===== src/rtl/core/itrs_pkg.sv =====
// Shared types, constants and helpers for the integer to radix symbol block.
// Used by the controller, the datapath and the top level; depends on nothing.
package itrs_pkg;

  localparam int MAX_SYMBOLS  = 16;
  localparam int NUMBER_WIDTH = 32;

  localparam int SYM_W     = 8;
  localparam int RADIX_W   = 5;
  localparam int ALPHA_W   = 64;
  localparam int SYM_IDX_W = 4;
  localparam int CFG_IDX_W = 2;
  localparam int DIV_BITS  = 4;

  localparam logic [SYM_W-1:0] SYM_PLUS  = 8'h2B;
  localparam logic [SYM_W-1:0] SYM_MINUS = 8'h2D;
  localparam logic [SYM_W-1:0] SYM_NUL   = 8'h00;

  typedef enum logic [CFG_IDX_W-1:0] {
    REG_RADIX   = 2'd0,
    REG_ALPHA_LO = 2'd1,
    REG_ALPHA_HI = 2'd2
  } reg_idx_t;

  typedef enum logic [2:0] {
    ST_IDLE,
    ST_CHECK,
    ST_DIV,
    ST_MINUS,
    ST_EMIT
  } state_t;

  typedef struct packed {
    logic load;
    logic chk_next;
    logic div_init;
    logic div_step;
    logic emit_minus;
    logic emit_digit;
  } cmd_t;

  typedef struct packed {
    logic radix_ok;
    logic sym_bad;
    logic chk_last;
    logic div_last;
    logic quo_zero;
    logic neg;
    logic emit_last;
    logic out_free;
  } sts_t;

  function automatic logic [SYM_W-1:0] sym_at(input logic [ALPHA_W-1:0] lo,
                                              input logic [ALPHA_W-1:0] hi,
                                              input logic [SYM_IDX_W-1:0] d);
    logic [2*ALPHA_W-1:0] w;
    w = {hi, lo};
    return w[{d, 3'b000} +: SYM_W];
  endfunction

endpackage


===== src/rtl/core/itrs_ctrl.sv =====
// Sequencer for the radix symbol block: base check, digit division, emission.
// Depends on itrs_pkg for the state, command and status types.
module itrs_ctrl (
  input  logic            clk,
  input  logic            rst_n,
  input  logic            in_valid,
  output logic            in_stall,
  input  itrs_pkg::sts_t  sts,
  output itrs_pkg::cmd_t  cmd
);

  itrs_pkg::state_t state_r, state_nxt;

  always_ff @(posedge clk) begin
    if (!rst_n) begin
      state_r <= itrs_pkg::ST_IDLE;
    end else begin
      state_r <= state_nxt;
    end
  end

  always_comb begin
    state_nxt = state_r;
    cmd       = '0;
    in_stall  = 1'b1;
    case (state_r)
      itrs_pkg::ST_IDLE: begin
        in_stall = 1'b0;
        if (in_valid) begin
          cmd.load  = 1'b1;
          state_nxt = itrs_pkg::ST_CHECK;
        end
      end
      itrs_pkg::ST_CHECK: begin
        if (!sts.radix_ok || sts.sym_bad) begin
          state_nxt = itrs_pkg::ST_IDLE;
        end else if (sts.chk_last) begin
          cmd.div_init = 1'b1;
          state_nxt    = itrs_pkg::ST_DIV;
        end else begin
          cmd.chk_next = 1'b1;
        end
      end
      itrs_pkg::ST_DIV: begin
        cmd.div_step = 1'b1;
        if (sts.div_last && sts.quo_zero) begin
          state_nxt = sts.neg ? itrs_pkg::ST_MINUS : itrs_pkg::ST_EMIT;
        end
      end
      itrs_pkg::ST_MINUS: begin
        if (sts.out_free) begin
          cmd.emit_minus = 1'b1;
          state_nxt      = itrs_pkg::ST_EMIT;
        end
      end
      itrs_pkg::ST_EMIT: begin
        if (sts.out_free) begin
          cmd.emit_digit = 1'b1;
          if (sts.emit_last) begin
            state_nxt = itrs_pkg::ST_IDLE;
          end
        end
      end
      default: begin
        state_nxt = itrs_pkg::ST_IDLE;
      end
    endcase
  end

endmodule


===== src/rtl/core/itrs_dp.sv =====
// Datapath: configuration registers, base checker, 4-bit-per-cycle divider,
// digit stack and output register. Depends on itrs_pkg.
module itrs_dp #(
  parameter int NUMBER_WIDTH = itrs_pkg::NUMBER_WIDTH,
  parameter int MAX_SYMBOLS  = itrs_pkg::MAX_SYMBOLS
) (
  input  logic                              clk,
  input  logic                              rst_n,
  input  logic                              cfg_we,
  input  logic [itrs_pkg::CFG_IDX_W-1:0]    cfg_index,
  input  logic [itrs_pkg::ALPHA_W-1:0]      cfg_data,
  input  logic signed [NUMBER_WIDTH-1:0]    in_number,
  input  logic                              out_stall,
  input  itrs_pkg::cmd_t                    cmd,
  output itrs_pkg::sts_t                    sts,
  output logic                              out_valid,
  output logic [itrs_pkg::SYM_W-1:0]        out_symbol,
  output logic                              out_last
);

  localparam int DIGIT_W   = $clog2(MAX_SYMBOLS);
  localparam int DIV_STEPS = (NUMBER_WIDTH + itrs_pkg::DIV_BITS - 1) / itrs_pkg::DIV_BITS;
  localparam int DIV_W     = DIV_STEPS * itrs_pkg::DIV_BITS;
  localparam int STEP_W    = $clog2(DIV_STEPS);
  localparam int CNT_W     = $clog2(NUMBER_WIDTH + 1);
  localparam int IDX_W     = $clog2(NUMBER_WIDTH);
  localparam int CMP_W     = itrs_pkg::RADIX_W + 1;

  logic [itrs_pkg::RADIX_W-1:0]  radix_r;
  logic [itrs_pkg::ALPHA_W-1:0]  alpha_lo_r;
  logic [itrs_pkg::ALPHA_W-1:0]  alpha_hi_r;

  logic [DIGIT_W-1:0]            chk_r;
  logic [DIV_W-1:0]              quo_r, quo_nxt;
  logic [DIGIT_W-1:0]            rem_r, rem_nxt;
  logic [STEP_W-1:0]             step_r;
  logic                          neg_r;
  logic [CNT_W-1:0]              cnt_r;
  logic [DIGIT_W-1:0]            stack_r [NUMBER_WIDTH];

  logic                          out_valid_r, out_valid_nxt;
  logic [itrs_pkg::SYM_W-1:0]    out_symbol_r;
  logic                          out_last_r;

  logic [NUMBER_WIDTH-1:0]       num_u;
  logic [NUMBER_WIDTH-1:0]       mag;
  logic [itrs_pkg::SYM_W-1:0]    sym_chk;
  logic                          dup;
  logic                          step_last;
  logic [CNT_W-1:0]              cnt_dec;
  logic [itrs_pkg::SYM_W-1:0]    sym_emit;
  logic                          emit_any;

  always_ff @(posedge clk) begin
    if (!rst_n) begin
      radix_r    <= '0;
      alpha_lo_r <= '0;
      alpha_hi_r <= '0;
    end else if (cfg_we) begin
      case (cfg_index)
        itrs_pkg::REG_RADIX:    radix_r    <= cfg_data[itrs_pkg::RADIX_W-1:0];
        itrs_pkg::REG_ALPHA_LO: alpha_lo_r <= cfg_data;
        itrs_pkg::REG_ALPHA_HI: alpha_hi_r <= cfg_data;
        default: begin
        end
      endcase
    end
  end

  assign num_u = $unsigned(in_number);
  assign mag   = num_u[NUMBER_WIDTH-1] ? (~num_u + 1'b1) : num_u;

  // base check: one symbol per cycle against every later used symbol
  always_comb begin
    sym_chk = itrs_pkg::sym_at(alpha_lo_r, alpha_hi_r, itrs_pkg::SYM_IDX_W'(chk_r));
    dup     = 1'b0;
    for (int j = 0; j < MAX_SYMBOLS; j++) begin
      if ((itrs_pkg::RADIX_W'(j) > itrs_pkg::RADIX_W'(chk_r)) &&
          (itrs_pkg::RADIX_W'(j) < radix_r) &&
          (itrs_pkg::sym_at(alpha_lo_r, alpha_hi_r, itrs_pkg::SYM_IDX_W'(j)) == sym_chk)) begin
        dup = 1'b1;
      end
    end
  end

  // restoring division, DIV_BITS quotient bits per cycle
  always_comb begin
    logic [DIGIT_W-1:0] r;
    logic [DIV_W-1:0]   q;
    logic [CMP_W-1:0]   t;
    r = rem_r;
    q = quo_r;
    for (int k = 0; k < itrs_pkg::DIV_BITS; k++) begin
      t = CMP_W'({r, q[DIV_W-1]});
      q = {q[DIV_W-2:0], 1'b0};
      if (t >= CMP_W'(radix_r)) begin
        t    = t - CMP_W'(radix_r);
        q[0] = 1'b1;
      end
      r = t[DIGIT_W-1:0];
    end
    rem_nxt = r;
    quo_nxt = q;
  end

  assign step_last = (step_r == STEP_W'(DIV_STEPS - 1));
  assign cnt_dec   = cnt_r - 1'b1;
  assign sym_emit  = cmd.emit_minus ? itrs_pkg::SYM_MINUS :
                     itrs_pkg::sym_at(alpha_lo_r, alpha_hi_r,
                                      itrs_pkg::SYM_IDX_W'(stack_r[cnt_dec[IDX_W-1:0]]));
  assign emit_any  = cmd.emit_minus || cmd.emit_digit;

  always_ff @(posedge clk) begin
    if (cmd.load) begin
      quo_r <= DIV_W'(mag);
      neg_r <= num_u[NUMBER_WIDTH-1];
      cnt_r <= '0;
      chk_r <= '0;
    end
    if (cmd.chk_next) begin
      chk_r <= chk_r + 1'b1;
    end
    if (cmd.div_init) begin
      rem_r  <= '0;
      step_r <= '0;
    end
    if (cmd.div_step) begin
      quo_r <= quo_nxt;
      if (step_last) begin
        stack_r[cnt_r[IDX_W-1:0]] <= rem_nxt;
        cnt_r  <= cnt_r + 1'b1;
        rem_r  <= '0;
        step_r <= '0;
      end else begin
        rem_r  <= rem_nxt;
        step_r <= step_r + 1'b1;
      end
    end
    if (emit_any) begin
      out_symbol_r <= sym_emit;
      out_last_r   <= cmd.emit_digit && (cnt_r == CNT_W'(1));
    end
    if (cmd.emit_digit) begin
      cnt_r <= cnt_dec;
    end
  end

  assign out_valid_nxt = emit_any || (out_valid_r && out_stall);

  always_ff @(posedge clk) begin
    if (!rst_n) begin
      out_valid_r <= 1'b0;
    end else begin
      out_valid_r <= out_valid_nxt;
    end
  end

  always_comb begin
    sts.radix_ok  = (radix_r >= itrs_pkg::RADIX_W'(2)) &&
                    (radix_r <= itrs_pkg::RADIX_W'(MAX_SYMBOLS));
    sts.sym_bad   = (sym_chk == itrs_pkg::SYM_NUL) || (sym_chk == itrs_pkg::SYM_PLUS) ||
                    (sym_chk == itrs_pkg::SYM_MINUS) || dup;
    sts.chk_last  = (itrs_pkg::RADIX_W'(chk_r) + itrs_pkg::RADIX_W'(1)) == radix_r;
    sts.div_last  = step_last;
    sts.quo_zero  = (quo_nxt == '0);
    sts.neg       = neg_r;
    sts.emit_last = (cnt_r == CNT_W'(1));
    sts.out_free  = !out_valid_r || !out_stall;
  end

  assign out_valid  = out_valid_r;
  assign out_symbol = out_symbol_r;
  assign out_last   = out_last_r;

endmodule


===== src/rtl/core/integer_to_custom_radix_symbols.sv =====
// Top level of the integer to radix symbol block: controller plus datapath.
// Depends on itrs_pkg, itrs_ctrl and itrs_dp.
//
// Usage: write radix and the two alphabet words through the cfg_ port while
// the block is idle. Each item on the in_ channel is one signed number; the
// out_ channel returns its symbols most significant digit first, a leading
// minus for negative numbers, out_last on the final symbol. An invalid base
// consumes the item and returns nothing.
// Operation: one item is worked at a time. After acceptance the base check
// looks at each used symbol in turn (up to 16), then every digit is worked
// out by the 4-bit-per-cycle divider, then the symbols leave one at a time
// through the output register; the divider loop sets the rate.
// in_stall is low only while no item is in work.
// Reset clears the configuration registers to zero (base invalid) and
// empties the output. A stalled receiver holds the output register;
// emission waits, no symbol is lost.
module integer_to_custom_radix_symbols #(
  parameter int NUMBER_WIDTH = itrs_pkg::NUMBER_WIDTH,
  parameter int MAX_SYMBOLS  = itrs_pkg::MAX_SYMBOLS
) (
  input  logic                            clk,
  input  logic                            rst_n,
  input  logic                            cfg_we,
  input  logic [itrs_pkg::CFG_IDX_W-1:0]  cfg_index,
  input  logic [itrs_pkg::ALPHA_W-1:0]    cfg_data,
  input  logic                            in_valid,
  output logic                            in_stall,
  input  logic signed [NUMBER_WIDTH-1:0]  in_number,
  output logic                            out_valid,
  input  logic                            out_stall,
  output logic [itrs_pkg::SYM_W-1:0]      out_symbol,
  output logic                            out_last
);

  itrs_pkg::cmd_t cmd;
  itrs_pkg::sts_t sts;

  itrs_ctrl u_ctrl (
    .clk      (clk),
    .rst_n    (rst_n),
    .in_valid (in_valid),
    .in_stall (in_stall),
    .sts      (sts),
    .cmd      (cmd)
  );

  itrs_dp #(
    .NUMBER_WIDTH (NUMBER_WIDTH),
    .MAX_SYMBOLS  (MAX_SYMBOLS)
  ) u_dp (
    .clk        (clk),
    .rst_n      (rst_n),
    .cfg_we     (cfg_we),
    .cfg_index  (cfg_index),
    .cfg_data   (cfg_data),
    .in_number  (in_number),
    .out_stall  (out_stall),
    .cmd        (cmd),
    .sts        (sts),
    .out_valid  (out_valid),
    .out_symbol (out_symbol),
    .out_last   (out_last)
  );

endmodule


===== config.mk =====
export PLATFORM = sky130hd
export DESIGN_NAME = integer_to_custom_radix_symbols
export DESIGN_NICKNAME = d
export VERILOG_FILES = /design/src/rtl/core/itrs_pkg.sv /design/src/rtl/core/itrs_ctrl.sv /design/src/rtl/core/itrs_dp.sv /design/src/rtl/core/integer_to_custom_radix_symbols.sv
export SDC_FILE = /design/constraint.sdc
export NUM_CORES = 1
export LEC_CHECK = 0
export BUFFER_PORTS_ARGS = -buffer_cell sky130_fd_sc_hd__buf_2
export CORE_ASPECT_RATIO = 0.5
export CORE_UTILIZATION = 55
export CTS_BUF_LIST = sky130_fd_sc_hd__clkbuf_8 sky130_fd_sc_hd__clkbuf_16
export DETAILED_ROUTE_END_ITERATION = 10
export MAX_ROUTING_LAYER = met4
export PLACE_DENSITY = 0.84
export RECOVER_POWER = 100
export SLEW_MARGIN = 10
export SYNTH_ARGS = -nofsm -noshare
export SYNTH_HDL_FRONTEND = slang
export SYNTH_SLANG_ARGS = --single-unit

===== constraint.sdc =====
create_clock -name clk -period 7.72 [get_ports clk]
set_clock_uncertainty 0.1 [all_clocks]
set_input_delay 0.772 -clock clk [delete_from_list [all_inputs] [get_ports clk]]
set_output_delay 0.772 -clock clk [all_outputs]
set_load 0.01 [all_outputs]

# Yosys cells after proc, flatten, opt, wreduce, memory -nomap -nowiden
# Memories as Yosys holds them, arrays and structs flattened.
# Index checks and enable logic that the tools add are counted.
[op_classes]
addsub = 10
n_lt_le_gt_ge = 36
n_eq_ne = 32
shifts = 2
n_mux = 61
bitwise = 1
reduce_logical = 55
[op_table]
columns = ["op", "n"]
rows = [
  ["128-bit by 8-bit indexed part select with 8-bit output", 2],
  ["8-bit == test", 15],
  ["32-bit 2-to-1 mux", 3],
  ["4-bit by 5-bit < comparator with 1-bit output, first input constant", 8],
  ["4-bit 2-to-1 mux", 9],
  ["1-bit logical AND", 34],
  ["3-bit 2-to-1 mux", 11],
  ["32-bit by 1-bit adder with 32-bit output, second input constant", 1],
  ["4-bit greater-than comparator, first input constant", 8],
  ["32-bit zero test", 1],
  ["32-bit inverter", 1],
  ["1-bit 2-to-1 mux", 31],
  ["6-bit 2-to-1 mux", 4],
  ["5-bit greater-or-equal comparator", 4],
  ["3-bit by 5-bit < comparator with 1-bit output, first input constant", 4],
  ["8-bit by 6-bit == test with 1-bit output, second input constant", 2],
  ["3-bit by 4-bit greater-than comparator with 1-bit output, first input constant", 4],
  ["4-bit subtractor", 4],
  ["3-bit case mux with 5 select lines", 1],
  ["2-bit by 5-bit < comparator with 1-bit output, first input constant", 2],
  ["2-bit by 4-bit greater-than comparator with 1-bit output, first input constant", 2],
  ["8-bit zero test", 1],
  ["2-bit inequality test, second input constant", 4],
  ["1-bit logical OR", 7],
  ["other kinds (25)", 34],
]
[word_totals]
register_bits = 196
mem_bits_rw = 128
in_bits = 103
output_inout_bits = 11
n_memories = 1
[memory_table]
columns = ["memory", "depth", "width", "rd", "rd_clocked_by_memory_dff", "wr", "line_no", "rtl"]
rows = [
  ["u_dp.stack_r", 32, 4, 1, 0, 1, "itrs_dp.sv:39", "logic [DIGIT_W-1:0] stack_r [NUMBER_WIDTH];"],
]

# Depth between registers and ports, before layout
# Gate-level depths: netlist (run 1).
[depth]
word_depth = 24
ltp_mapped = 42
ltp_nobuf = 38

# By module
# From an unflattened synthesis (run 1), not the netlist that was laid out.
[unflattened]
hier_cells = 1800
hier_area_um2 = 18831.8
[by_module_without_submodules]
columns = ["module", "n_inst", "cells_per_inst", "area_each_um2", "seq_area_each_um2"]
rows = [
  ["itrs_dp", 1, 1763, 18545.3, 8237.9],
  ["itrs_ctrl", 1, 37, 286.5, 60.1],
]

# Worst setup path before layout (run 1)
# Ideal clock, no wire load.
[synth_path]
path_type = "reg-to-reg"
start = "register u_dp.radix_r[1] (netlist name)"
end = "memory u_dp.stack_r[0][2] (netlist name) (data pin)"
arrival_time_ns = 7.926
setup_slack_ns = -0.766
path_stages_with_launch = 36
period_less_slack_ns = 8.486
path_cell_list = "dfxtp_1 -> clkbuf_1 -> inv_1 -> ha_1 -> nor2b_1 -> o21ai_0 -> nand3b_1 -> a21o_1 -> a21o_1 -> clkbuf_1 -> o21ai_0 -> inv_1 -> ha_1 -> nor2b_1 -> o21ai_0 -> nand3b_1 -> a21o_1 -> a21o_1 -> clkbuf_1 -> o21ai_0 -> inv_1 -> ha_1 -> a21o_1 -> a21oi_1 -> nand2_1 -> a21o_1 -> a21o_1 -> a21oi_1 -> ha_1 -> nor2b_1 -> o21ai_0 -> a31oi_1 -> o21ai_0 -> nand2b_1 -> clkbuf_1 -> o21ai_0"
[synth_via]
elab_chain_cells = 8
[synth_rtl]
columns = ["element", "line_no", "rtl"]
rows = [
  ["from (decl)", "itrs_dp.sv:29", "logic [itrs_pkg::RADIX_W-1:0] radix_r;"],
  ["from (signal assigned)", "itrs_dp.sv:61", "itrs_pkg::REG_RADIX: radix_r <= cfg_data[itrs_pkg::RADIX_W-1:0];"],
  ["4-bit subtractor / 5-bit greater-or-equal comparator (equally long branches)", "itrs_dp.sv:97, itrs_dp.sv:96", ""],
  ["4-bit 2-to-1 mux", "itrs_dp.sv:96", "if (t >= CMP_W'(radix_r)) begin"],
  ["4-bit subtractor / 5-bit greater-or-equal comparator (equally long branches)", "itrs_dp.sv:97, itrs_dp.sv:96", ""],
  ["4-bit 2-to-1 mux", "itrs_dp.sv:96", ""],
  ["5-bit greater-or-equal comparator / 4-bit subtractor (equally long branches)", "itrs_dp.sv:96, itrs_dp.sv:97", ""],
  ["4-bit 2-to-1 mux", "itrs_dp.sv:96", ""],
  ["4-bit subtractor / 5-bit greater-or-equal comparator (equally long branches)", "itrs_dp.sv:97, itrs_dp.sv:96", ""],
  ["4-bit 2-to-1 mux (*)", "itrs_dp.sv:96", ""],
  ["via u_dp.rem_nxt[2]", "itrs_dp.sv:35", "logic [DIGIT_W-1:0] rem_r, rem_nxt;"],
  ["to (decl)", "itrs_dp.sv:39", ""],
]
# The timed path passes the listed nets; every way through them passes the cells marked *.

# Worst setup path in the final report (run 1)
[layout_path]
start = "register u_dp.rem_r[0]"
end = "register u_ctrl.state_r[1]"
[layout_via]
elab_chain_cells = 12
[layout_rtl]
columns = ["element", "line_no", "rtl"]
rows = [
  ["from (decl)", "itrs_dp.sv:35", ""],
  ["from (signal assigned)", "itrs_dp.sv:135", "rem_r <= rem_nxt;"],
  ["4-bit subtractor / 5-bit greater-or-equal comparator (equally long branches)", "itrs_dp.sv:97, itrs_dp.sv:96", ""],
  ["4-bit 2-to-1 mux", "itrs_dp.sv:96", ""],
  ["4-bit subtractor / 5-bit greater-or-equal comparator (equally long branches)", "itrs_dp.sv:97, itrs_dp.sv:96", ""],
  ["4-bit 2-to-1 mux", "itrs_dp.sv:96", ""],
  ["4-bit subtractor / 5-bit greater-or-equal comparator (equally long branches)", "itrs_dp.sv:97, itrs_dp.sv:96", ""],
  ["4-bit 2-to-1 mux", "itrs_dp.sv:96", ""],
  ["5-bit greater-or-equal comparator", "itrs_dp.sv:96", ""],
  ["1-bit 2-to-1 mux", "itrs_dp.sv:96", ""],
  ["32-bit zero test (*)", "itrs_dp.sv:165", "sts.quo_zero = (quo_nxt == '0);"],
  ["1-bit logical AND (*)", "itrs_ctrl.sv:46", "if (sts.div_last && sts.quo_zero) begin"],
  ["2-bit by 1-bit inequality test with 1-bit output (no line) (*)", "-", ""],
  ["6-bit AND reduction (no line) (*)", "-", ""],
  ["to (signal assigned)", "itrs_ctrl.sv:16", "state_r <= itrs_pkg::ST_IDLE;"],
  ["to (signal assigned)", "itrs_ctrl.sv:18", "state_r <= state_nxt;"],
  ["to (decl)", "itrs_ctrl.sv:12", "itrs_pkg::state_t state_r, state_nxt;"],
]
# Every way passes the cells marked *; elsewhere a longest branch is shown, timed or not.
# A chain may end at the register's enable or synchronous reset.

==> out/qor.log, run 1 <==
qor: worst_setup_path.worst_ep_arrival_time 7.77 ns
qor: sta.fmax 0.135 GHz
qor: sta.setup_viol 0
qor: clocking.cts.htree.levels 1
qor: logic_synthesis.netlist_instances 1,784
qor: pwr.clock_power_share 0.141
qor: sta.final_hold_slack 0.326 ns
qor: drt.route.detailed.vias_per_inst 6.37
qor: worst_setup_path.timing.critical_path.required 8.07 ns
qor: drt.drc_errors 0
qor: sta.finalHoldViolations 0
qor: worst_setup_path.path_max_fanout 9
qor: logic_synthesis.synthesized_nets 1,923
qor: global_route.antenna_violations_before_repair 0
qor: pwr.vdd.ir_drop.worst 0.597 mV
qor: sta.finalWorstSetupSlack 0.300 ns
qor: floorplanning.num_io_pins 114
qor: logic_synthesis.dominantRegCellSynth sky130_fd_sc_hd__edfxtp_1
qor: finish.fillers 2,473
qor: worst_setup_path.worstSetupEndpointType flop
qor: clocking.cts_root_buf sky130_fd_sc_hd__clkbuf_16
qor: logic_synthesis.ys.warnings.count 0
qor: logic_synthesis.ys_async_sr_fraction 0
qor: global_route.global_route.usage.total 0.305
qor: clocking.insertion_delay 0.58 ns
qor: logic_synthesis.synth_top_area_cell sky130_fd_sc_hd__edfxtp_1
qor: logic_synthesis.ys_top_cells_by_area sky130_fd_sc_hd__edfxtp_1, sky130_fd_sc_hd__dfxtp_1, sky130_fd_sc_hd__nand2_1
qor: floorplanning.core_area 0.0320 mm²
qor: logic_synthesis.synth.distinct_cells 71
qor: global_route.first_global_vias 13,400
qor: pwr.power.sequential.fraction 0.306
qor: logic_synthesis.syn-cell-area 0.0181 mm²
qor: drt.route.antenna.remaining_nets 0
qor: clocking.clk_transition_reported_paths 0.07 ns
qor: clocking.cts_tree done
qor: finish.area_growth 9.60%
qor: run_status.status complete, but fails checks
qor: worst_setup_path.category_of_cells_accounting_for_the_largest_share_of_critical_path_delay compound AO/OA/AOI/OAI gates
qor: finish.antenna_cells 0
qor: global_route.grt.overflow.total 0
qor: logic_synthesis.yosys_register_bits 324
qor: worst_setup_path.critical-path-slowest-cell sky130_fd_sc_hd__edfxtp_1
qor: sta.tightestPinTransition 3.37 ns
qor: pwr.sw_frac_of_total 0.449
qor: drt.finalWirelength 50,400 µm
qor: floorplanning.initial_utilization 0.566
qor: logic_synthesis.syn-mean-instance-area 10.1 µm²
qor: pwr.p_per_cell_area 523 mW/mm²
qor: worst_setup_path.critical_path_buf_inv_count 2
qor: pwr.net_sw_power 4650 µW
qor: logic_synthesis.synth_top_area_frac 0.300
qor: min_path.worstHoldPathType primary input to flop
qor: global_route.grt_pass1_wl 77,200 µm
qor: pwr.leakage 0.00695 µW
qor: drt.avgRoutedWirePerCell 21.9 µm
qor: sta.timing.final.crit_share 0.961
qor: sta.shortest_period_the_worst_path_allows 7.42 ns
qor: pwr.power_report.internal_total 5720 µW
qor: floorplanning.die_width 259 µm
qor: clocking.clock_tree.buffer_depth 3
qor: floorplanning.die-area 0.0337 mm²
qor: placed_design.port_buffers 113
qor: placed_design.detailed_place.area 0.0189 mm²
qor: global_route.grt_start_max_net_pins 81
qor: logic_synthesis.synth.top_cells.by_count sky130_fd_sc_hd__nand2_1, sky130_fd_sc_hd__edfxtp_1, sky130_fd_sc_hd__a21oi_1
qor: worst_setup_path.crit_path_launch_type flop
qor: floorplanning.core.rowCount 46
qor: sta.max-slew-margin-rel -1.25
qor: finish.final_net_count 1,983
qor: sta.timing.final.max_slew_violations 283
qor: pwr.total_power 10,400 µW
qor: clocking.sinks_on_the_clock_net 324
qor: logic_synthesis.most_common_cell_in_the_synthesized_netlist sky130_fd_sc_hd__nand2_1
qor: worst_setup_path.cpPeakStageDelay 0.45 ns
qor: drt.drt-initial-drc-count 1,854
qor: flow_run.maxCapViolations 5
qor: drt.detail_route.first_pass.iterations 7
qor: run_status.failed_checks max-capacitance violations, max-slew violations
qor: drt.dr_total_vias 14,600
qor: worst_setup_path.worstSetupPathType flop to flop
qor: placed_design.hpwlAfterDp 34,000 µm
qor: logic_synthesis.number_of_enable_flip_flop_cells_after_synthesis 181
qor: clocking.number_of_clock_buffers_inserted_by_tritoncts 29
qor: finish.final_layout_size_suffix_gt1_frac 0.150
qor: worst_setup_path.crit_top_cell sky130_fd_sc_hd__a21o_1
qor: finish.fin_area 0.0198 mm²
qor: finish.register_area 0.00830 mm²
qor: floorplanning.floorplan.die.height 130 µm
qor: placed_design.dp_slack -0.183 ns
qor: finish.multi_input_logic_area 0.00916 mm²
qor: placed_design.gp_congestion 1.06
qor: pwr.share_comb_of_total_power 0.552
qor: logic_synthesis.ys_seq_area_frac 0.458
==> power by group through the flow <==
stage,combinational [µW],sequential [µW],clock [µW]
2_1_floorplan,3930,3130,0
3_3_place_gp,5190,3190,0
3_5_place_dp,5350,3160,0
4_1_cts,5500,3160,1470
5_1_grt,6030,3190,1540
6_report,5730,3180,1460
==> worst register-to-register path, delay by kind of cell (launching register included) <==
kind | cells | cell delay (ns)
AO/OA/AOI/OAI | 19 | 3.78
flip-flops | 1 | 0.45
buffers and inverters | 2 | 0.13
AND/OR/NAND/NOR | 10 | 1.60
adder cells (fa/ha/maj) | 4 | 1.23
==> flip-flops by register name (all words and copies together) (netlist names) <==
register,cells
u_ctrl.state_r,3
u_dp.alpha_hi_r,64
u_dp.alpha_lo_r,64
u_dp.chk_r,4
u_dp.cnt_r,6
u_dp.neg_r,1
u_dp.out_last,1
u_dp.out_symbol,8
u_dp.out_valid,1
u_dp.quo_r,32
u_dp.radix_r,5
u_dp.rem_r,4
u_dp.stack_r,128
u_dp.step_r,3
==> kinds of logic after synthesis <==
family          count (synthesis)  synth area share
compound gates                370             0.127
xor+xnor                      165            0.0803
fa+ha+maj                      36            0.0265
buf+inv                       144            0.0387
flops                         324             0.458
mux                           153             0.125
simple gates                  592             0.144
==> path summary, 6_finish.rpt <==
check,cells after the start,endpoint,start,slack (ns)
max,35,u_ctrl.state_r[1],u_dp.rem_r[0],0.30
min,3,u_dp.alpha_lo_r[23],cfg_data[23],0.33
max reg2reg,35,u_ctrl.state_r[1],u_dp.rem_r[0],0.30
min reg2reg,2,u_dp.alpha_lo_r[4],u_dp.alpha_lo_r[4],0.37
==> cell usage in the layout (no fill, tap or decap), types with 5 or more instances in the layout <==
cell type                     n
sky130_fd_sc_hd__nand2_1    356
sky130_fd_sc_hd__edfxtp_1   181
sky130_fd_sc_hd__a21oi_1    161
sky130_fd_sc_hd__dfxtp_1    143
sky130_fd_sc_hd__buf_2       98
sky130_fd_sc_hd__xnor2_1     89
sky130_fd_sc_hd__nor2_1      79
sky130_fd_sc_hd__xor2_1      75
sky130_fd_sc_hd__mux2i_1     73
sky130_fd_sc_hd__o21ai_0     61
sky130_fd_sc_hd__mux4_2      55
sky130_fd_sc_hd__inv_1       35
sky130_fd_sc_hd__a211oi_1    34
sky130_fd_sc_hd__ha_1        32
sky130_fd_sc_hd__clkbuf_16   29
sky130_fd_sc_hd__nor4_1      25
sky130_fd_sc_hd__buf_4       25
sky130_fd_sc_hd__nand3_1     22
sky130_fd_sc_hd__nor2b_1     22
sky130_fd_sc_hd__mux2_2      21
sky130_fd_sc_hd__nor3_1      21
sky130_fd_sc_hd__clkbuf_1    19
sky130_fd_sc_hd__o221ai_1    17
sky130_fd_sc_hd__o21ai_1     15
sky130_fd_sc_hd__o211ai_1    15
sky130_fd_sc_hd__nand4_1     13
sky130_fd_sc_hd__o31ai_1     11
sky130_fd_sc_hd__a21o_1       8
sky130_fd_sc_hd__nand3b_1     8
sky130_fd_sc_hd__a31oi_1      8
sky130_fd_sc_hd__or3_1        8
sky130_fd_sc_hd__and3_1       6
sky130_fd_sc_hd__and2_1       5
sky130_fd_sc_hd__or4_1        5
sky130_fd_sc_hd__a22o_1       5
sky130_fd_sc_hd__a21oi_4      5
sky130_fd_sc_hd__clkinv_2     5
==> final cells by class <==
cell class                 count  area share
timing repair buffer         143      0.0388
tap                          432      0.0273
multi-input combinational   1316       0.462
sequential                   324       0.418
inverter                      30     0.00574
clock inverter                21     0.00864
clock buffer                  33      0.0394
==> through the flow <==
step                      utilization  instances  setup TNS, ns
after detailed placement        0.590       2243          -9.42
after floorplan                     -       1784              0
after CTS                       0.620       2297              0
final                           0.620       2299              0
after global placement          0.590       2243              0
after global routing            0.620       2299        -0.0667
==> layer usage <==
| layer | vias to the layer above | share of wire | track usage | wire length (µm) |
|---|---|---|---|---|
| met4 | 0 | 0.038 | 0.103 | 1910 |
| met3 | 155 | 0.11 | 0.0505 | 5370 |
| met5 | - | 0 | - | 0 |
| met2 | 910 | 0.46 | 0.483 | 23300 |
| met1 | 7015 | 0.39 | 0.402 | 19800 |
| li1 | 6567 | - | - | - |
==> what timing repair did <==
item / in CTS / in global routing
endpoints found under the setup margin: 67 / 101
resized for setup: 4 / 7
setup buffers: 0 / 2
hold buffers: 0 / 0
pin swaps: 0 / 1
Note: power is estimated with default switching activity, not from simulation.
==> run 2, diff against run 1 <==
--- a/config.mk
+++ b/config.mk
@@ -11,7 +11,7 @@
 export CTS_BUF_LIST = sky130_fd_sc_hd__clkbuf_8 sky130_fd_sc_hd__clkbuf_16
 export DETAILED_ROUTE_END_ITERATION = 10
 export MAX_ROUTING_LAYER = met4
-export PLACE_DENSITY = 0.84
+export PLACE_DENSITY = 0.76
 export RECOVER_POWER = 100
 export SLEW_MARGIN = 10
 export SYNTH_ARGS = -nofsm -noshare
==> run 2 against run 1 <==
Effect of this change: the flow still finishes with violations (max-capacitance violations, max-slew violations); cell area about the same; power about the same; core utilization about the same; routed wire length decreased by 1.9%; first-iteration DRC count decreased by 9.2%; die area unchanged; highest routed layer unchanged; global-route usage decreased by 0.35 points; via count decreased by 2.8%; setup slack improved by 0.27 ns.
==> out/qor.log, run 2 (synthesis results as in run 1) <==
qor: run_status.status complete, but fails checks
qor: run_status.failed_checks max-capacitance violations, max-slew violations
qor: drt.finalWirelength 49,400 µm
qor: clocking.clk_transition_reported_paths 0.08 ns
qor: global_route.grt_pass1_wl 76,200 µm
qor: sta.finalHoldViolations 0
qor: sta.timing.setup.tns 0 ns
qor: finish.area_growth 9.66%
qor: floorplanning.floorplan.die.height 130 µm
qor: sta.tightestPinTransition 3.38 ns
qor: worst_setup_path.cpPeakStageDelay 0.46 ns
qor: floorplanning.num_io_pins 114
qor: placed_design.hpwlAfterDp 33,800 µm
qor: worst_setup_path.crit_path_launch_type flop
qor: global_route.grt.overflow.total 0
qor: worst_setup_path.worst_ep_arrival_time 7.57 ns
qor: finish.final_cell_mix sky130_fd_sc_hd__nand2_1, sky130_fd_sc_hd__edfxtp_1, sky130_fd_sc_hd__a21oi_1, sky130_fd_sc_hd__dfxtp_1, sky130_fd_sc_hd__buf_2
qor: worst_setup_path.worstSetupEndpointType flop
qor: finish.largest_register_ffs 128
qor: clocking.sinks_on_the_clock_net 324
qor: worst_setup_path.timing.reg2reg.worst_path_depth 34
qor: worst_setup_path.reg2reg_setup_slack 0.57 ns
qor: floorplanning.initial_utilization 0.566
qor: worst_setup_path.regToRegStartpoint u_dp.rem_r[0]
qor: sta.shortest_period_the_worst_path_allows 7.15 ns
qor: min_path.timing.hold.worst_endpoint u_dp.alpha_hi_r[32]
qor: worst_setup_path.path_max_fanout 9
qor: floorplanning.core_area 0.0320 mm²
qor: min_path.whs_path_depth 3
qor: pwr.total_power 10,400 µW
qor: placed_design.gp_congestion 1.00
qor: global_route.antenna_violations_before_repair 1
qor: placed_design.port_buffers 113
qor: clocking.cts.htree.levels 1
qor: worst_setup_path.worstSetupPathType flop to flop
qor: clocking.number_of_clock_buffers_inserted_by_tritoncts 28
qor: sta.max-slew-margin-rel -1.25
qor: drt.route.antenna.remaining_nets 0
qor: drt.avgRoutedWirePerCell 21.5 µm
qor: pwr.vdd.ir_drop.worst 0.766 mV
qor: floorplanning.die_width 259 µm
qor: sta.fmax 0.140 GHz
qor: drt.detail_route.first_pass.iterations 6
qor: finish.utilization 0.620
qor: drt.drt-initial-drc-count 1,683
qor: sta.setup_viol 0
qor: clocking.cts_root_buf sky130_fd_sc_hd__clkbuf_16
qor: finish.most_frequent_standard_cell_in_the_layout_excluding_fill_and_tap_cells sky130_fd_sc_hd__nand2_1
qor: worst_setup_path.critical-path-slowest-cell sky130_fd_sc_hd__edfxtp_1
qor: sta.timing.final.max_slew_violations 295
qor: worst_setup_path.crit_top_cell sky130_fd_sc_hd__a21o_1
qor: clocking.clock_tree.buffer_depth 3
qor: clocking.insertion_delay 0.59 ns
qor: drt.drc_errors 0
qor: global_route.first_global_vias 13,200
qor: worst_setup_path.worstReg2RegEnd u_ctrl.state_r[1]
qor: sta.timing.final.crit_share 0.926
qor: worst_setup_path.timing.critical_path.required 8.14 ns
qor: drt.route.detailed.vias_per_inst 6.20
qor: clocking.cts_tree done
qor: finish.final_net_count 1,983
qor: finish.final_layout_size_suffix_gt1_frac 0.147
qor: floorplanning.core.rowCount 46
qor: flow_run.maxCapViolations 6
qor: pwr.leakage 0.00697 µW
qor: pwr.p_per_cell_area 523 mW/mm²
qor: min_path.worstHoldPathType primary input to flop
qor: drt.dr_total_vias 14,200
qor: floorplanning.die-area 0.0337 mm²
qor: global_route.global_route.usage.total 0.302
qor: global_route.grt_start_max_net_pins 81
qor: min_path.hp-start cfg_data[32]
[run 2: cell types whose count changed in the layout (fill, tap and decap cells not counted), moves of 2 or more]
cell                         previous run  this run
sky130_fd_sc_hd__nor4_1                25        27
sky130_fd_sc_hd__nor4_2                 2         0
sky130_fd_sc_hd__clkbuf_2               0         3
sky130_fd_sc_hd__and2_1                 5         3
sky130_fd_sc_hd__clkinvlp_4             2         0
sky130_fd_sc_hd__and2_0                 1         3
sky130_fd_sc_hd__clkinv_1               3         1
sky130_fd_sc_hd__buf_4                 25        20
sky130_fd_sc_hd__clkbuf_8               4         7
[run 2: area by class of cell]
type / count / area, µm²
inverter: 30 / 115
tap: 432 / 541
clock buffer: 35 / 797
sequential: 324 / 8300
timing repair buffer: 144 / 769
multi-input combinational: 1316 / 9150
clock inverter: 17 / 179
fill: 2637 / 12200
antenna: 1 / 2.50
[run 2: critical path: cells and delay by family (launching register included)]
family,cells,cell delay (ns)
AO/OA/AOI/OAI,19,3.76
AND/OR/NAND/NOR,9,1.45
adder cells (fa/ha/maj),4,1.18
flip-flops,1,0.46
buffers and inverters,2,0.11
[run 2: worst max path at each step]
stage,to,start,cells after the start
6_report,u_ctrl.state_r[1],u_dp.rem_r[0],34
3_3_place_gp,u_dp.stack_r[28][3],u_dp.rem_r[0],31
2_1_floorplan,u_ctrl.state_r[1],u_dp.radix_r[1],39
5_1_grt,u_ctrl.state_r[1],u_dp.rem_r[0],35
4_1_cts,u_ctrl.state_r[1],u_dp.rem_r[0],34
3_5_place_dp,u_dp.stack_r[24][3],u_dp.rem_r[0],31
[run 2: what timing repair did]
| item | in CTS | in global routing |
|---|---|---|
| endpoints found under the setup margin | 36 | 131 |
| gates cloned | 0 | 0 |
| setup buffers | 0 | 4 |
| hold buffers | 0 | 0 |
| pin swaps | 0 | 1 |
| gates resized for setup | 4 | 8 |
[run 2: stage by stage]
stage	cells	instance area (µm²)	setup WS, ns	hold slack, ns
floorplan	1784	18100	0.0325	0.332
global placement	2242	18900	0.00390	0.360
detailed placement	2242	18900	-0.315	0.364
CTS	2294	19900	0.0727	0.317
global route	2299	19800	-0.0186	0.329
finish	2299	19800	0.573	0.330
[run 2: power breakdown]
group,total [µW],switching [µW],internal (µW)
Clock,1480,647,833
Sequential,3180,159,3020
Combinational,5710,3770,1940
[run 2: layer usage]
metal | share of wire | track usage | up-vias
li1 | - | - | 6563
met5 | 0 | - | -
met2 | 0.46 | 0.466 | 639
met1 | 0.42 | 0.413 | 6952
met4 | 0.025 | 0.0738 | 0
met3 | 0.091 | 0.0561 | 90
==> run 3, diff against run 2 <==
--- a/config.mk
+++ b/config.mk
@@ -7,11 +7,12 @@
 export LEC_CHECK = 0
 export BUFFER_PORTS_ARGS = -buffer_cell sky130_fd_sc_hd__buf_2
 export CORE_ASPECT_RATIO = 0.5
+export CORE_MARGIN = 3
 export CORE_UTILIZATION = 55
 export CTS_BUF_LIST = sky130_fd_sc_hd__clkbuf_8 sky130_fd_sc_hd__clkbuf_16
 export DETAILED_ROUTE_END_ITERATION = 10
 export MAX_ROUTING_LAYER = met4
-export PLACE_DENSITY = 0.76
+export PLACE_DENSITY = 0.73
 export RECOVER_POWER = 100
 export SLEW_MARGIN = 10
 export SYNTH_ARGS = -nofsm -noshare
==> constraint.sdc (replaced) <==
create_clock -name clk -period 9 [get_ports clk]
set_clock_uncertainty 0.1 [all_clocks]
set_input_delay 0.9 -clock clk [delete_from_list [all_inputs] [get_ports clk]]
set_output_delay 0.9 -clock clk [all_outputs]
set_load 0.01 [all_outputs]
==> run 3 against run 2 <==
Effect of this change: the flow still finishes with violations (max-capacitance violations, max-slew violations); sequential cell count is the same; core utilization shrank 0.78 points; worst hold slack gained 0.047 ns; maximum frequency shrank 12%; critical path type unchanged; first-iteration DRC count shrank 16%; combinational power shrank 18%.
==> out/qor.log, run 3 (synthesis results as in run 1) <==
qor: pwr.sw_frac_of_total 0.444
qor: worst_setup_path.timing.critical_path.required 9.09 ns
qor: floorplanning.floorplan.die.height 134 µm
qor: sta.grt_setup_unrepaired false
qor: clocking.clk_transition_reported_paths 0.06 ns
qor: pwr.power.sequential.fraction 0.319
qor: clocking.clock_tree.buffer_depth 3
qor: pwr.net_sw_power 3810 µW
qor: placed_design.port_buffers 113
qor: clocking.insertion_delay 0.59 ns
qor: worst_setup_path.critical-path-slowest-cell sky130_fd_sc_hd__clkbuf_1
qor: floorplanning.die-area 0.0353 mm²
qor: run_status.failed_checks max-capacitance violations, max-slew violations
qor: finish.final_cell_count_without_fillers 2,286
qor: sta.fmax 0.122 GHz
qor: drt.route.met2.wl 21,400 µm
qor: sta.finalHoldViolations 0
qor: drt.drt-initial-drc-count 1,422
qor: floorplanning.core.rowCount 46
qor: drt.avgRoutedWirePerCell 21.2 µm
qor: worst_setup_path.crit_path_launch_type flop
qor: drt.route.antenna.remaining_nets 0
qor: pwr.clock_power_share 0.137
qor: placed_design.dp_cell_count 2,235
qor: finish.largest_register_ffs 128
qor: global_route.first_global_vias 13,000
qor: pwr.share_comb_of_total_power 0.544
qor: global_route.grt.overflow.total 0
qor: run_status.status complete, but fails checks
qor: sta.shortest_period_the_worst_path_allows 8.17 ns
qor: pwr.p_per_cell_area 436 mW/mm²
qor: floorplanning.die_width 263 µm
qor: placed_design.gp_congestion 0.930
qor: worst_setup_path.path_max_fanout 57
qor: clocking.number_of_clock_buffers_inserted_by_tritoncts 28
qor: clocking.post_cts.repair.setup_buffers 0
qor: finish.final_net_count 1,972
qor: floorplanning.core_area 0.0321 mm²
qor: floorplanning.initial_utilization 0.565
qor: sta.tightestPinTransition 4.30 ns
qor: finish.final_layout_size_suffix_gt1_frac 0.138
qor: flow_run.maxCapViolations 6
qor: floorplanning.num_io_pins 114
qor: clocking.cts_tree done
qor: global_route.global_route.usage.total 0.277
qor: worst_setup_path.worst_ep_arrival_time 8.26 ns
qor: sta.setup_viol 0
qor: drt.dr_total_vias 14,000
qor: pwr.total_power 8570 µW
qor: min_path.worstHoldPathType flop to flop
qor: sta.timing.final.max_slew_violations 324
qor: finish.antenna_cells 0
qor: worst_setup_path.worstSetupEndpointType flop
qor: finish.most_frequent_standard_cell_in_the_layout_excluding_fill_and_tap_cells sky130_fd_sc_hd__nand2_1
qor: drt.drc_errors 0
qor: clocking.sinks_on_the_clock_net 324
qor: finish.final_cell_mix sky130_fd_sc_hd__nand2_1, sky130_fd_sc_hd__edfxtp_1, sky130_fd_sc_hd__a21oi_1, sky130_fd_sc_hd__dfxtp_1, sky130_fd_sc_hd__buf_2
qor: worst_setup_path.cpPeakStageDelay 2.99 ns
qor: pwr.leakage 0.00687 µW
qor: drt.dr_wl_met3 4220 µm
qor: worst_setup_path.worstSetupPathType flop to flop
qor: sta.timing.final.crit_share 0.907
qor: pwr.vdd.ir_drop.worst 0.414 mV
qor: drt.route.layer.met1.wl 21,600 µm
qor: global_route.grt_start_max_net_pins 74
qor: drt.dr.max_layer_used met4
qor: clocking.cts_root_buf sky130_fd_sc_hd__clkbuf_16
qor: global_route.antenna_violations_before_repair 0
qor: placed_design.hpwlAfterDp 33,200 µm
qor: global_route.grt_pass1_wl 75,100 µm
qor: drt.detail_route.first_pass.iterations 6
qor: sta.max-slew-margin-rel -1.87
qor: clocking.post_cts_resize_count 0
qor: sta.timing.setup.tns 0 ns
qor: clocking.cts.htree.levels 1
qor: finish.area_growth 8.48%
qor: drt.finalWirelength 48,500 µm
qor: pwr.power_report.internal_total 4760 µW
qor: drt.route.detailed.vias_per_inst 6.13
qor: worst_setup_path.path_cells clkbuf_1, mux4_2, a22o_1, a21oi_4, xnor2_1, nor2_1, a31oi_1, o211ai_1, nor4_1, nand2_1, o21ai_0
qor: clocking.count_of_hold_fix_buffers_inserted_at_cts 0
-- run 3: final timing paths --
check                startpoint                 end  slack, ns  cells past startpoint
min          u_dp.alpha_lo_r[3]  u_dp.alpha_lo_r[3]       0.38                      2
max reg2reg       u_dp.chk_r[0]      u_dp.step_r[2]       0.83                     11
max               u_dp.chk_r[0]      u_dp.step_r[2]       0.83                     11
min reg2reg  u_dp.alpha_lo_r[3]  u_dp.alpha_lo_r[3]       0.38                      2
-- run 3: stage by stage --
step           worst slack [ns]  utilization  area (µm²)  hold slack (ns)
2_1_floorplan             0.514            -       18100            0.332
3_3_place_gp              0.602        0.587       18800            0.361
3_5_place_dp              0.353        0.587       18800            0.366
4_1_cts                   0.316        0.615       19700            0.375
5_1_grt                   0.117        0.612       19600            0.395
6_report                  0.834        0.612       19600            0.377
-- run 3: per-layer routing --
layer	vias to the layer above	track usage
met5	-	-
li1	6534	-
met4	0	0.0701
met2	605	0.413
met1	6775	0.395
met3	92	0.0475
-- run 3: critical path: cells and delay by family (launching register included) --
family,cells,cell delay (ns)
buffers and inverters,1,2.99
XOR/XNOR,1,0.19
AND/OR/NAND/NOR,3,1.12
AO/OA/AOI/OAI,5,2.22
multiplexers,1,0.80
flip-flops,1,0.32
-- run 3: layout make-up --
cell class,instances,area [µm²]
fill,2631,12400
multi-input combinational,1316,9120
sequential,324,8300
clock buffer,32,756
timing repair buffer,133,673
tap,432,541
clock inverter,19,134
inverter,30,114
-- run 3: power by group through the flow --
| stage | Clock [µW] | Combinational, µW | Sequential [µW] |
|---|---|---|---|
| after floorplan | 0 | 3340 | 2700 |
| after global placement | 0 | 4520 | 2740 |
| after detailed placement | 0 | 4570 | 2740 |
| after CTS | 1190 | 4600 | 2710 |
| after global routing | 1250 | 4990 | 2730 |
| final | 1180 | 4660 | 2730 |
